[src/sv/ptc_pkg.sv]
// ptc_pkg: types and constants shared by the traffic counter table
// no dependencies
package ptc_pkg;

    localparam int TABLE_ENTRIES = 1024;
    localparam int IDX_W = $clog2(TABLE_ENTRIES);
    localparam int CNT_W = $clog2(TABLE_ENTRIES + 1);

    typedef struct packed {
        logic [63:0] group_id;
        logic [31:0] packet_len;
        logic        is_egress;
    } in_word_t;

    typedef struct packed {
        logic [63:0] rx_byte_total;
        logic [63:0] tx_byte_total;
        logic [63:0] rx_packet_total;
        logic [63:0] tx_packet_total;
        logic        row_created;
        logic        row_evicted;
    } out_word_t;

    typedef struct packed {
        logic [63:0] rx_octets;
        logic [63:0] tx_octets;
        logic [63:0] rx_packets;
        logic [63:0] tx_packets;
    } row_t;

    typedef struct packed {
        logic load;
        logic scan;
        logic select;
        logic update;
    } ptc_cmd_t;

    typedef struct packed {
        logic scan_done;
        logic out_free;
    } ptc_status_t;

endpackage

[src/sv/ptc_ctrl.sv]
// ptc_ctrl: sequencer for lookup, slot choice and row update
// depends on ptc_pkg
module ptc_ctrl import ptc_pkg::*; (
    input  logic        aclk,
    input  logic        aresetn,
    input  logic        s_valid,
    output logic        s_ready,
    input  ptc_status_t status,
    output ptc_cmd_t    cmd
);

    typedef enum logic [4:0] {
        ST_IDLE   = 5'b00001,
        ST_SCAN   = 5'b00010,
        ST_SELECT = 5'b00100,
        ST_READ   = 5'b01000,
        ST_UPDATE = 5'b10000
    } state_t;

    state_t state_reg, state_next;

    always_comb begin
        state_next = state_reg;
        cmd = '0;
        s_ready = 1'b0;
        unique case (state_reg)
            ST_IDLE: begin
                s_ready = 1'b1;
                if (s_valid) begin
                    cmd.load = 1'b1;
                    state_next = ST_SCAN;
                end
            end
            ST_SCAN: begin
                cmd.scan = 1'b1;
                if (status.scan_done) state_next = ST_SELECT;
            end
            ST_SELECT: begin
                cmd.select = 1'b1;
                state_next = ST_READ;
            end
            ST_READ: state_next = ST_UPDATE;
            ST_UPDATE: begin
                if (status.out_free) begin
                    cmd.update = 1'b1;
                    state_next = ST_IDLE;
                end
            end
            default: state_next = ST_IDLE;
        endcase
    end

    always_ff @(posedge aclk) begin
        if (!aresetn) state_reg <= ST_IDLE;
        else state_reg <= state_next;
    end

endmodule

[config.mk]
export PLATFORM = sky130hd
export DESIGN_NAME = ptc_ctrl
export DESIGN_NICKNAME = d
export VERILOG_FILES = /design/src/sv/ptc_pkg.sv /design/src/sv/ptc_ctrl.sv
export SDC_FILE = /design/constraint.sdc
export NUM_CORES = 1
export LEC_CHECK = 0
export BUFFER_PORTS_ARGS = -buffer_cell sky130_fd_sc_hd__buf_2
export CAP_MARGIN = 20
export CORE_AREA = 3 3 40 42
export DETAILED_ROUTE_END_ITERATION = 10
export DIE_AREA = 0 0 43 45
export GPL_TIMING_DRIVEN = 0
export PLACE_DENSITY = 0.4
export SYNTH_ARGS = -nofsm -noshare
export SYNTH_HDL_FRONTEND = slang
export SYNTH_SLANG_ARGS = --single-unit
[constraint.sdc]
create_clock -name aclk -period 2.5 [get_ports aclk]
set_input_delay 0.5 -clock aclk [delete_from_list [all_inputs] [get_ports aclk]]
set_output_delay 0.5 -clock aclk [all_outputs]
set_load 0.02 [all_outputs]
==> results.md <==
* Crit-path slowest cell: dfxtp_1
* Initial DRC count at 5
* Worst path cell trace: buf_6 -> or3_1 -> buf_2 -> nor3_1 -> buf_2
* Arrival @ worst endpoint at 1490 ps
* I/O Pins at 10
* Max_cap viols at 0
* Root Buffer: clkbuf_4
* # clock sinks at 5
* Post-synth cell types at 24
* Remaining antenna violation count at 0
* Row cnt at 13
* Initial antenna violation count at 0
* Total Routing Usage GR at approximately 7.8%
* Final nets at 55
* Worst setup margin at between 500 and 600 ps
* CP Capture Type: output pin
* Number of flops mapped to enable cells by yosys at 0
* Fin crit share at just under 80%
* GRT overflow at 0
* Die Wd at about 43 µm
* Detailed-route wire length at 633 µm
* CP Buf/Inv Count at 3
* Synth area leaders: dfxtp_1, nor4_1, inv_1, nor3b_1, nand2b_1
* Hold buffers post-CTS at 0
* Final Max Slew Viols at 0
* Global-route wire length before repair at roughly 1.1 mm
* Synth Net Count at 41
* RSZ-0062 raised after global routing: no
* Clock slew seen by the registers of the worst setup and hold paths at roughly 40 ps
* Routability-driven placement congestion ratio at 0.7081
* Fmax at between 500 and 600 MHz
* Area growth from synthesis to layout at 30.38%
* Share of cells above drive strength 1 at between 30 and 40%
* Die area at ~1900 µm²
* Fin cells at 64
* CTS tree: built
* Seq/Total Area, Yosys at around 34%
* IO buf count at 9
* Vias in the first global route at roughly 280
* Crit path kind: flop to output pin
* CP top delay family: buffers and inverters
* Core footprint at 1285 µm²
* Pwr Density at 573.3 nW/µm²
* DR WL/cell at slightly below 10 µm
* Synth area leader: dfxtp_1
* Min-delay worst type: input port to flop
* Least-Margin Pin Slew at ~380 ps
* Max incr delay on CP at roughly 300 ps
* Place WS at about 780 ps
* Largest net degree at the start of global routing at 9
* Final antenna diode count at 0
* Pleak at between 0.00015 and 0.0002 µW
* Setup bufs post-CTS at 0
* CP required at 2000 ps
* Count leader, synth: dfxtp_1
* Flop2flop setup slack at slightly below 1000 ps
* Fillers at approximately 140
* Synthesized flop and latch total at 5
* Resized Gates After CTS at 0
* Via count at approximately 310
* Synth Cell Area at between 200 and 300 µm²
* Mapped Avg Cell Area at roughly 8 µm²
* Hold Fails Final Rpt at 0
* Startpoint types: flop
* Clock buffer depth at 2
* Max_slew headroom at approximately 75%
* Post-synth top flop: dfxtp_1
* Sum Neg Setup Slack at 0 ps
* Max FO, Critical Path at 8
* Largest register FFs at 5
* # DRC at 0
* VDD IR max at between 0.2 and 0.25 mV
* Post-synthesis instance total at 36
* Drt first pass iters at 4
* Die span in y at around 45 µm
* Final setup vio count at 0
* Asr flop ratio synth at 0%
* Synth top area share at roughly a third
* Placed cells at 60
* Clock Skew at 0.9302 ps
* Most frequent CP cell: buf_2
* Via/cell ratio at between 4 and 5
* Starting Density at about 23%
* Crit path time final at about 2000 ps
* Total CTS buffers at 3
* Worst-Skew Late Latency at ~240 ps
* Hpwl dp at around 520 µm
* Synth warn at 0
* Status: finished clean
* H-tree Lvls at 1
* Most frequent cells after synthesis: dfxtp_1, inv_1, nor4_1
[worst min-delay path, cell delays in order]
cell and delay, ps:
buf_2 100, inv_1 50, nor4_1 40
[cells by family after synthesis]
kind of cell              Yosys count  synth area share (%)
AOI/OAI and AO/OA                   8                 18.99
xor gates and xnor gates            1                 2.954
DFF                                 5                 33.76
buffers and inverters               6                 10.55
and+or+nand+nor                    16                 33.76
[final cells by class]
cell class	instances	area (µm²)	share of cell area, %
Clock buffer	4	26.28	6.796
Buffer	2	16.27	4.207
Multi-Input combinational cell	25	165.2	42.72
Inverter	4	15.01	3.883
Tap cell	15	18.77	4.854
Sequential cell	5	100.1	25.89
Timing Repair Buffer	9	45.04	11.65
[power by group]
| group | total, µW | switching [µW] | internal (µW) |
|---|---|---|---|
| Clock | 91.4 | 31.1 | 60.2 |
| Sequential | 89.1 | 5.18 | 84.0 |
| Combinational | 41.2 | 23.3 | 17.9 |
[metal layers]
layer	track usage [%]	routed length, µm	vias up
li1	-	-	158
met1	9.856	302	135
met2	10.48	286	10
met3	2.390	40	2
met4	7.229	4	0
met5	0	0	-
[per-stage QoR]
stage          power, µW  util, %  cell area (µm²)  hold slack [ps]
2_1_floorplan      117.7        -            296.5            480.8
3_3_place_gp       131.1    28.04            360.3            533.9
3_5_place_dp       131.7    28.04            360.3            537.8
4_1_cts            226.3    30.09            386.6            495.4
5_1_grt            238.8    30.09            386.6            498.6
6_report           221.7    30.09            386.6            501.0
[path summary, 6_finish.rpt]
path                            depth (start not counted)                       from                         to
worst max-delay path                                    5  state_reg[3]$_SDFFE_PN0P_                     cmd[3]
worst max register to register                          4  state_reg[3]$_SDFFE_PN0P_  state_reg[0]$_SDFFE_PN1P_
worst min register to register                          1  state_reg[2]$_SDFFE_PN0P_  state_reg[4]$_SDFFE_PN0P_
worst min-delay path                                    3                  status[1]  state_reg[2]$_SDFFE_PN0P_
[placed cells by master, fill, tap and decap left out, types with 2 or more instances in the layout]
| cell type | n |
|---|---|
| nor4_1 | 3 |
| nor2_1 | 2 |
| nand2b_1 | 2 |
| inv_1 | 4 |
| buf_2 | 10 |
| clkbuf_4 | 3 |
| nor3b_1 | 2 |
| dfxtp_1 | 5 |
Note: power is estimated with default switching activity, not from simulation.
